`src/mf3_pkg.sv`:
```
`timescale 1ns / 1ps
// ----------------------------------------------------------------------------
// mf3_pkg
// Shared types, constants and compare helpers for the 3x3 median filter.
// ----------------------------------------------------------------------------
package mf3_pkg;

    localparam int CHANNEL_COUNT = 3;
    localparam int WINDOW_SIZE   = 9;
    localparam int CENTER_IDX    = 4;
    localparam int CHAN_W        = 8;
    localparam int PIXEL_CHANS   = 3;
    localparam int PIXEL_W       = CHAN_W * PIXEL_CHANS;
    localparam int WIN_W         = PIXEL_W * WINDOW_SIZE;
    // lane count is the smaller of CHANNEL_COUNT and PIXEL_CHANS, so every channel gets a lane
    localparam int LANE_COUNT    = (CHANNEL_COUNT < PIXEL_CHANS) ? CHANNEL_COUNT
                                                                 : PIXEL_CHANS;

    typedef logic [CHAN_W-1:0]  chan_t;
    typedef logic [PIXEL_W-1:0] pixel_t;
    typedef chan_t [WINDOW_SIZE-1:0] window_t;
    typedef chan_t [PIXEL_CHANS-1:0] lane_meds_t;

    typedef struct packed {
        logic en;
    } pipe_ctl_t;

    function automatic chan_t min2(input chan_t a, input chan_t b);
        return (a < b) ? a : b;
    endfunction

    function automatic chan_t max2(input chan_t a, input chan_t b);
        return (a < b) ? b : a;
    endfunction

    function automatic chan_t min3(input chan_t a, input chan_t b, input chan_t c);
        return min2(min2(a, b), c);
    endfunction

    function automatic chan_t max3(input chan_t a, input chan_t b, input chan_t c);
        return max2(max2(a, b), c);
    endfunction

    function automatic chan_t med3(input chan_t a, input chan_t b, input chan_t c);
        return max2(min2(a, b), min2(max2(a, b), c));
    endfunction

endpackage

```
`src/mf3_lane.sv`:
```
`timescale 1ns / 1ps
// ----------------------------------------------------------------------------
// mf3_lane
// One channel lane: two-stage median-of-nine network (row sort, then
// max of lows / median of mids / min of highs); final med3 feeds the merge.
// ----------------------------------------------------------------------------
module mf3_lane
    import mf3_pkg::*;
(
    input  logic      clk,
    input  pipe_ctl_t ctl,
    input  window_t   win,
    output chan_t     med
);

    chan_t [2:0] lo_reg;
    chan_t [2:0] mid_reg;
    chan_t [2:0] hi_reg;
    chan_t       mx_reg;
    chan_t       md_reg;
    chan_t       mn_reg;

    // stage 1: sort each window row
    always_ff @(posedge clk)
    begin
        if (ctl.en)
        begin
            for (int r = 0; r < 3; r++)
            begin
                lo_reg[r]  <= min3(win[3*r], win[3*r+1], win[3*r+2]);
                mid_reg[r] <= med3(win[3*r], win[3*r+1], win[3*r+2]);
                hi_reg[r]  <= max3(win[3*r], win[3*r+1], win[3*r+2]);
            end
        end
    end

    // stage 2: median candidates across rows
    always_ff @(posedge clk)
    begin
        if (ctl.en)
        begin
            mx_reg <= max3(lo_reg[0], lo_reg[1], lo_reg[2]);
            md_reg <= med3(mid_reg[0], mid_reg[1], mid_reg[2]);
            mn_reg <= min3(hi_reg[0], hi_reg[1], hi_reg[2]);
        end
    end

    assign med = med3(mx_reg, md_reg, mn_reg);

endmodule

```
`src/mf3_merge.sv`:
```
`timescale 1ns / 1ps
// ----------------------------------------------------------------------------
// mf3_merge
// Output register: packs lane medians into one pixel, or passes the center
// pixel on the border and for channels that have no lane.
// ----------------------------------------------------------------------------
module mf3_merge
    import mf3_pkg::*;
(
    input  logic       clk,
    input  pipe_ctl_t  ctl,
    input  lane_meds_t meds,
    input  pixel_t     center,
    input  logic       on_border,
    output pixel_t     pixel
);

    pixel_t pixel_reg;
    pixel_t pixel_next;

    always_comb
    begin
        pixel_next = center;
        if (!on_border)
        begin
            for (int ch = 0; ch < LANE_COUNT; ch++)
            begin
                pixel_next[ch*CHAN_W +: CHAN_W] = meds[ch];
            end
        end
    end

    always_ff @(posedge clk)
    begin
        if (ctl.en)
        begin
            pixel_reg <= pixel_next;
        end
    end

    assign pixel = pixel_reg;

endmodule

```
`src/median_filter_3x3_rgb.sv`:
```
`timescale 1ns / 1ps
// ----------------------------------------------------------------------------
// median_filter_3x3_rgb
// Per-channel 3x3 median filter on packed B,G,R pixels.
// ----------------------------------------------------------------------------
// Usage:
//   s_* channel carries one 3x3 window per transfer: nine 24-bit pixels in
//   s_tdata (top_left lowest, bot_right highest) and on_border in s_tuser.
//   m_* channel returns one 24-bit filtered pixel per window, in order.
//   Each channel has its own lane computing the median of nine through a
//   two-stage compare network; a merge register assembles the pixel.
//   A window passes the lane stages and the merge register to m_tvalid.
//   Throughput is one window per cycle while m_tready is high; the shared
//   pipeline enable (output register free or being taken) sets that figure.
//   When on_border is set the center pixel comes out unchanged.
//   When the receiver stalls, the whole pipeline holds and s_tready drops
//   until the output transfer happens; nothing is lost or repeated.
//   Reset clears all valid flags; the block then has no results pending.
// ----------------------------------------------------------------------------
module median_filter_3x3_rgb
    import mf3_pkg::*;
(
    input  logic               clk,
    input  logic               rst_n,
    input  logic               s_tvalid,
    output logic               s_tready,
    input  logic [WIN_W-1:0]   s_tdata,   // top_left, top_mid, top_right, mid_left,
                                          // center, mid_right, bot_left, bot_mid,
                                          // bot_right (24 bits each)
    input  logic [0:0]         s_tuser,   // on_border
    output logic               m_tvalid,
    input  logic               m_tready,
    output logic [PIXEL_W-1:0] m_tdata    // filtered_pixel
);

    pipe_ctl_t  ctl;
    lane_meds_t meds;
    logic       v1_reg;
    logic       v2_reg;
    logic       out_valid_reg;
    pixel_t     c1_reg;
    pixel_t     c2_reg;
    logic       b1_reg;
    logic       b2_reg;

    assign ctl.en   = !out_valid_reg || m_tready;
    assign s_tready = ctl.en;
    assign m_tvalid = out_valid_reg;

    always_ff @(posedge clk or negedge rst_n)
    begin
        if (!rst_n)
        begin
            v1_reg        <= 1'b0;
            v2_reg        <= 1'b0;
            out_valid_reg <= 1'b0;
        end
        else if (ctl.en)
        begin
            v1_reg        <= s_tvalid;
            v2_reg        <= v1_reg;
            out_valid_reg <= v2_reg;
        end
    end

    // center pixel and border flag follow the lane stages
    always_ff @(posedge clk)
    begin
        if (ctl.en)
        begin
            c1_reg <= s_tdata[CENTER_IDX*PIXEL_W +: PIXEL_W];
            b1_reg <= s_tuser[0];
            c2_reg <= c1_reg;
            b2_reg <= b1_reg;
        end
    end

    genvar ch;
    generate
        for (ch = 0; ch < PIXEL_CHANS; ch++)
        begin : g_lane
            if (ch < LANE_COUNT)
            begin : g_on
                window_t win;
                always_comb
                begin
                    for (int k = 0; k < WINDOW_SIZE; k++)
                    begin
                        win[k] = s_tdata[k*PIXEL_W + ch*CHAN_W +: CHAN_W];
                    end
                end

                mf3_lane u_lane (
                    .clk (clk),
                    .ctl (ctl),
                    .win (win),
                    .med (meds[ch])
                );
            end
            else
            begin : g_off
                assign meds[ch] = '0;
            end
        end
    endgenerate

    mf3_merge u_merge (
        .clk       (clk),
        .ctl       (ctl),
        .meds      (meds),
        .center    (c2_reg),
        .on_border (b2_reg),
        .pixel     (m_tdata)
    );

    // assertions
    a_advance: assert property (@(posedge clk) disable iff (!rst_n)
        (ctl.en && v2_reg) |=> m_tvalid)
        else $error("pipeline item not presented at output");

    a_no_phantom: assert property (@(posedge clk) disable iff (!rst_n)
        (ctl.en && !v2_reg) |=> !m_tvalid)
        else $error("output valid without an item in the pipeline");

    a_border_pass: assert property (@(posedge clk) disable iff (!rst_n)
        (ctl.en && v2_reg && b2_reg) |=> (m_tdata == $past(c2_reg)))
        else $error("border pixel not passed through");

endmodule

```
`config.mk`:
```
export PLATFORM = sky130hd
export DESIGN_NAME = median_filter_3x3_rgb
export DESIGN_NICKNAME = d
export VERILOG_FILES = /design/src/mf3_pkg.sv /design/src/mf3_lane.sv /design/src/mf3_merge.sv /design/src/median_filter_3x3_rgb.sv
export SDC_FILE = /design/constraint.sdc
export NUM_CORES = 1
export LEC_CHECK = 0
export BUFFER_PORTS_ARGS = -buffer_cell sky130_fd_sc_hd__buf_2
export CORE_ASPECT_RATIO = 1.1
export CORE_MARGIN = 4
export CORE_UTILIZATION = 41
export DETAILED_ROUTE_END_ITERATION = 10
export GPL_TIMING_DRIVEN = 0
export SETUP_SLACK_MARGIN = 0.15
export SYNTH_ARGS = -nofsm -noshare
export SYNTH_HDL_FRONTEND = slang
export SYNTH_SLANG_ARGS = --single-unit
```
`constraint.sdc`:
```
create_clock -name clk -period 19.2 [get_ports clk]
set_input_delay 4.8 -clock clk [delete_from_list [all_inputs] [get_ports clk]]
set_output_delay 4.8 -clock clk [all_outputs]
set_load 0.02 [all_outputs]
```
==> qor.yml, run 1 <==
required_ps: 19530
cp-end-kind: "register"
rows: 106
clkLatencyLatePin_ps: 590
grt_usage_pct: 20.4
yosys-top-cells-count: "ha_1 (462), inv_1 (425), edfxtp_1 (362)"
tightest_slew_ps: 895
cts_hold_buf: 0
min_to: "c2_reg[5]"
fp.dieArea_mm2: 0.0815
grt_max_degree: 73
ys_ff_latch: 365
start_kind: "input port"
synth_cell_types: 87
reg2reg_depth: 22
start_util_pct: 41.4
hp-start: "c1_reg[5]"
rsz0062_at_grt: "no"
hold_path_depth: 0
cts_resized: 0
wl_mm: 85.6
antenna_found_initial: 11
critPathLaunch: "s_tdata[145]"
synthCells: 3186
synth_edf_count: 362
period_needed_ps: 10880
path_clk_slew_ps: 60
die_y_um: 299
fin_crit_sh_pct: 56.7
slew_viol_final: 0
final_cell_area_mm2: 0.0358
power_density_mw_per_mm2: 177
ys.flop_type: "edfxtp_1"
async_flop_share_pct: 0.822
dp_hpwl_mm: 70.0
setup_viol: 0
finalHoldViolCount: 0
fin_skew_ps: 27.0
area_growth_pct: 13.3
critPathKind: "input port to register"
first_pass_iters: 5
cp_max_fo: 10
worstHoldPathType: "register to register"
wl_per_cell_um: 18.8
drt-initial-drc-count: 1561
holdWs_ps: 419
slew_headroom_pct: 39.6
clock-sinks: 365
route.detailed.drc: 0
synth_top_area_share_pct: 34.4
ys_seq_area_share_pct: 34.7
dr_total_vias: 24600
synth.area.top_cells: "edfxtp_1 (34%), ha_1 (18%), mux2_2 (7.9%), mux2i_1 (6.6%), inv_1 (5.1%)"
r2r-start: "g_lane[2].g_on.u_lane.mid_reg[2]"
cts_tree: "yes"
worstPathArrival_ps: 11220
ys_warn_count: 0
io_pins: 247
maxCapViolations: 0
setup_slack_ps: 8320
pre_cts_ws_ps: 7670
viasPerCell: 5.40
htreeDepth: 2
r2r_slack_ps: 12300
synth_top_cell_by_area: "edfxtp_1"
syn-num-nets: 3869
grt.overflow.total: 0
yosysMostFrequentCell: "ha_1"
clock.fmax_ghz: 0.0919
cts_setup_buffers: 0
numPortBuffers: 246
place_area_mm2: 0.0343
die_w_um: 273
p_leak_nw: 16.6
ir_drop_v: 0.000109
grt_pass1_vias: 23900
ant_nets: 0
layout.nets: 4167
gp_congestion: 0.925
syn_avg_cell_area_um2: 9.91
syn_area_mm2: 0.0316
rr_endpoint: "g_lane[2].g_on.u_lane.md_reg[0]"
cts-root-buf: "clkbuf_16"
cts_buffers: 44
p_total_w: 0.00634
drive_gt1_share_pct: 17.8
grt_pass1_wl_mm: 132
status: "finished clean"
clk_path_buf_depth: 3
core_area_mm2: 0.0763
critical path, stage by stage:
cell	delay, ps
buf_2	120
ha_1	300
a2111oi_2	470
nor2_1	160
a21oi_2	430
clkbuf_1	390
mux2i_1	490
inv_1	90
ha_1	280
o21ai_0	70
a221oi_1	360
nor2_1	110
a21oi_1	320
clkbuf_1	360
a21oi_1	190
ha_1	320
a21o_1	160
a21oi_1	120
o21ai_0	130
a2111oi_0	460
a41o_1	220
buf_2	190
mux2_1	340
nor4_1	320
layout make-up:
class	count	area [um2]
Fill cell	7294	40500
Multi-Input combinational cell	2318	18700
Sequential cell	365	10900
Inverter	425	1600
Timing Repair Buffer	252	1400
Tap cell	1026	1280
Clock buffer	49	1120
Clock inverter	28	392
Buffer	78	325
Antenna cell	7	17.5
worst max-delay path by stage:
stage / endpoint / slack, ps / cells past startpoint
2_1_floorplan: s_tready / 760 / 1
3_3_place_gp: s_tready / -4220 / 3
3_5_place_dp: g_lane[0].g_on.u_lane.mid_reg[16] / 7670 / 24
4_1_cts: g_lane[0].g_on.u_lane.mid_reg[16] / 8260 / 24
5_1_grt: g_lane[0].g_on.u_lane.mid_reg[16] / 7600 / 25
6_report: g_lane[0].g_on.u_lane.mid_reg[16] / 8320 / 24
where the power goes:
group / internal [W] / switching, W
sequential: 0.00134 / 0.000210
combinational: 0.00163 / 0.00227
clock: 0.000532 / 0.000350
total: 0.00351 / 0.00283
metrics by stage:
step	TNS [ps]	util, %	instances
final	0	46.9	4548
after global routing	0	46.9	4543
after CTS	0	46.9	4541
after detailed placement	0	44.9	4464
after global placement	-4220	44.7	4458
after floorplan	0	-	3186
per-layer routing:
| metal | wire, um | track usage (%) | part of all wire [%] |
|---|---|---|---|
| met1 | 38500 | 26.7 | 45 |
| met4 | 2940 | 6.60 | 3.4 |
| met5 | 56 | 0 | 0.065 |
| met2 | 39400 | 33.8 | 46 |
| met3 | 4690 | 4.29 | 5.5 |
placed cells by master (no fill, tap or decap), types with 80 or more instances in the layout:
cell and n:
ha_1 462, inv_1 425, edfxtp_1 362, buf_2 268
mux2_2 221, nand2_1 218, mux2i_1 207, a21oi_1 207
o21ai_0 205, nor2_1 165, a21o_1 80
logic make-up (layout without fill, tap and decap cells):
group	Yosys count	in the layout	share of synthesized area (%)
adders and majority gates	462	462	18.3
other	0	7	0
and+or+nand+nor	650	650	9.77
muxes	432	432	14.6
AOI/OAI and AO/OA	774	774	16.6
buffers and inverters	503	832	6.08
DFF	365	365	34.7
(Power assumes the default switching activity.)
==> inputs of run 2 (changes only) <==
clock period = 11.14 ns   (was 19.2 ns; I/O delays follow)
==> run 2 against run 1 <==
Effect of this change:
- total power is 70% higher
- sequential power is 71% higher
- final cell count hardly changed
- non-clock buffer count stayed put
- via count is 0.17% lower
- sequential share of layout area is 0.058 points higher
- wire length is 0.41% higher
- combinational power is 72% higher
- clock skew is 11 ps lower
- first-iteration DRC count is 3.0% higher
- die area stayed put
- clock power is 62% higher
- critical endpoint unchanged
==> qor.yml, run 2 (synthesis results as in run 1) <==
fin_crit_sh_pct: 80.7
cp_max_fo: 10  # unchanged
numPortBuffers: 246  # unchanged
tightest_slew_ps: 928  # was 895 ps
htreeDepth: 2  # unchanged
fp.dieArea_mm2: 0.0815  # unchanged
min_to: "c2_reg[2]"  # was c2_reg[5]
r2r-start: "g_lane[2].g_on.u_lane.mid_reg[10]"  # was g_lane[2].g_on.u_lane.mid_reg[2]
first_pass_iters: 5  # unchanged
holdWs_ps: 411  # was 419 ps
r2r_slack_ps: 4350  # was 12300 ps
drive_gt1_share_pct: 17.8  # about the same
start_kind: "input port"  # unchanged
fin_skew_ps: 16.3  # was 27.0 ps
final_cell_mix: "ha_1 (462), inv_1 (425), edfxtp_1 (362)"  # unchanged
pwr-share-comb_pct: 62.2  # was 61.6%
maxCapViolations: 0  # unchanged
power_switching_w: 0.00485  # was 0.00283 W
final_common_cell: "ha_1"  # unchanged
layout.nets: 4167  # unchanged
cts_buffers: 44  # unchanged
setup_viol: 0  # unchanged
p_leak_nw: 16.6  # about the same
critPathLaunch: "s_tdata[145]"  # unchanged
cts_setup_buffers: 0  # unchanged
p_seq_share_pct: 24.6  # was 24.4%
gp_congestion: 0.928  # was 0.925
critPathKind: "input port to register"  # unchanged
die_w_um: 273  # unchanged
start_util_pct: 41.4  # unchanged
dp_hpwl_mm: 70.3  # was 70.0 mm
rows: 106  # unchanged
finalHoldViolCount: 0  # unchanged
clkLatencyLatePin_ps: 580  # was 590 ps
netSwitchingFraction_pct: 44.9  # was 44.7%
path_clk_slew_ps: 60  # about the same
rr_endpoint: "g_lane[2].g_on.u_lane.md_reg[0]"  # unchanged
status: "finished clean"  # unchanged
p_clk_share_pct: 13.2  # was 13.9%
grt_pass1_wl_mm: 132  # about the same
antenna_found_initial: 13  # was 11
clk_path_buf_depth: 3  # unchanged
reg2reg_depth: 23  # was 22
cts_hold_buf: 0  # unchanged
final_cell_area_mm2: 0.0357  # was 0.0358 mm2
power_density_mw_per_mm2: 302  # was 177 mW/mm2
period_needed_ps: 9000
grt_max_degree: 70  # was 73
io_pins: 247  # unchanged
internal_power_w: 0.00595  # was 0.00351 W
place_area_mm2: 0.0343  # unchanged
hold_path_depth: 0  # unchanged
p_total_w: 0.0108  # was 0.00634 W
die_y_um: 299  # unchanged
rsz0062_at_grt: "no"  # unchanged
slew_headroom_pct: 37.3  # was 39.6%
cpPeakStageDelay_ps: 490  # about the same
cts-root-buf: "clkbuf_16"  # unchanged
area_growth_pct: 13.1  # was 13.3%
ant_nets: 0  # unchanged
wl_mm: 85.9  # was 85.6 mm
worstPathArrival_ps: 9320  # was 11220 ps
grt_usage_pct: 20.4  # about the same
drt-initial-drc-count: 1608  # was 1561
clock-sinks: 365  # unchanged
dr_total_vias: 24500  # was 24.6k
clock.fmax_ghz: 0.111
cts_tree: "yes"  # unchanged
hp-start: "c1_reg[2]"  # was c1_reg[5]
ir_drop_v: 0.000168  # was 0.000109 V
route.detailed.drc: 0  # unchanged
final_cell_count_no_fill: 4552  # was 4548
tns_ps: 0  # unchanged
placed_cells_incl_taps: 4464  # unchanged
slew_viol_final: 0  # unchanged
cp-end-kind: "register"  # unchanged
cts_resized: 0  # unchanged
wl_per_cell_um: 18.9  # was 18.8 um
worstHoldPathType: "register to register"  # unchanged
required_ps: 11470  # was 19530 ps
path_cells: "buf_2 -> ha_1 -> a2111oi_2 -> nor2_1 -> a21oi_2 -> clkbuf_1 -> mux2i_1 -> inv_1 -> ha_1 -> o21ai_0 -> a221oi_1 -> nor2_1 -> a21oi_1 -> clkbuf_1 -> a21oi_1 -> ha_1 -> a21o_1 -> a21oi_1 -> o21ai_0 -> a2111oi_0 -> a41o_1 -> buf_2 -> mux2_1 -> nor4_1"  # unchanged
viasPerCell: 5.39  # was 5.40
core_area_mm2: 0.0763  # unchanged
grt.overflow.total: 0  # unchanged
grt_pass1_vias: 23600  # was 23.9k
crit_path_top_delay_cell: "mux2i_1"  # unchanged
## run 2: cell count changes in the layout (fill, tap and decap cells not counted), sizes merged
cell      delta
clkinvlp     +4
inv          -1
bufinv       -5
clkinv       +3
diode        +3
## run 2: critical path: cells and delay by family
family	cells	cell delay, ps
and+or+nand+nor	3	620
muxes	2	830
AOI/OAI and AO/OA	11	3030
adders and majority gates	3	900
buffers and inverters	5	1150
## run 2: power by group through the flow
stage / logic, W / registers, W / clock network (W)
2_1_floorplan: 0.00499 / 0.00261 / 0
3_3_place_gp: 0.00660 / 0.00276 / 0
3_5_place_dp: 0.00668 / 0.00268 / 0
4_1_cts: 0.00673 / 0.00266 / 0.00147
5_1_grt: 0.00754 / 0.00271 / 0.00153
6_report: 0.00672 / 0.00265 / 0.00143
## run 2: cell type report
type                       count  area [um2]
inverter                     425        1600
sequential                   365       10900
multi-input combinational   2318       18700
clock inverter                29         274
timing repair buffer         252        1400
tap                         1026        1280
buffer                        78         325
fill                        7197       40500
antenna                       10        25.0
clock buffer                  49        1160
## run 2: worst max-delay path by stage
| stage | to | cells after the start | slack [ps] |
|---|---|---|---|
| 5_1_grt | g_lane[0].g_on.u_lane.mid_reg[16] | 25 | 1660 |
| 6_report | g_lane[0].g_on.u_lane.mid_reg[16] | 24 | 2140 |
| 3_3_place_gp | s_tready | 3 | -1760 |
| 4_1_cts | g_lane[0].g_on.u_lane.mid_reg[16] | 24 | 2260 |
| 2_1_floorplan | s_tready | 1 | 940 |
| 3_5_place_dp | g_lane[0].g_on.u_lane.mid_reg[16] | 24 | 1650 |
## run 2: per-layer routing
| layer | up-vias | GRT usage (%) | wire (um) |
|---|---|---|---|
| met5 | - | 0 | 46 |
| met4 | 6 | 6.50 | 2750 |
| met3 | 122 | 3.83 | 4240 |
| met2 | 488 | 34.3 | 40200 |
| met1 | 11500 | 26.7 | 38700 |
| li1 | 12400 | - | - |
## run 2: per-stage QoR
stage	setup slack (ps)	util [%]
floorplan	939	-
global placement	-1760	44.7
detailed placement	1650	44.9
CTS	2260	46.8
global route	1660	46.8
finish	2140	46.9
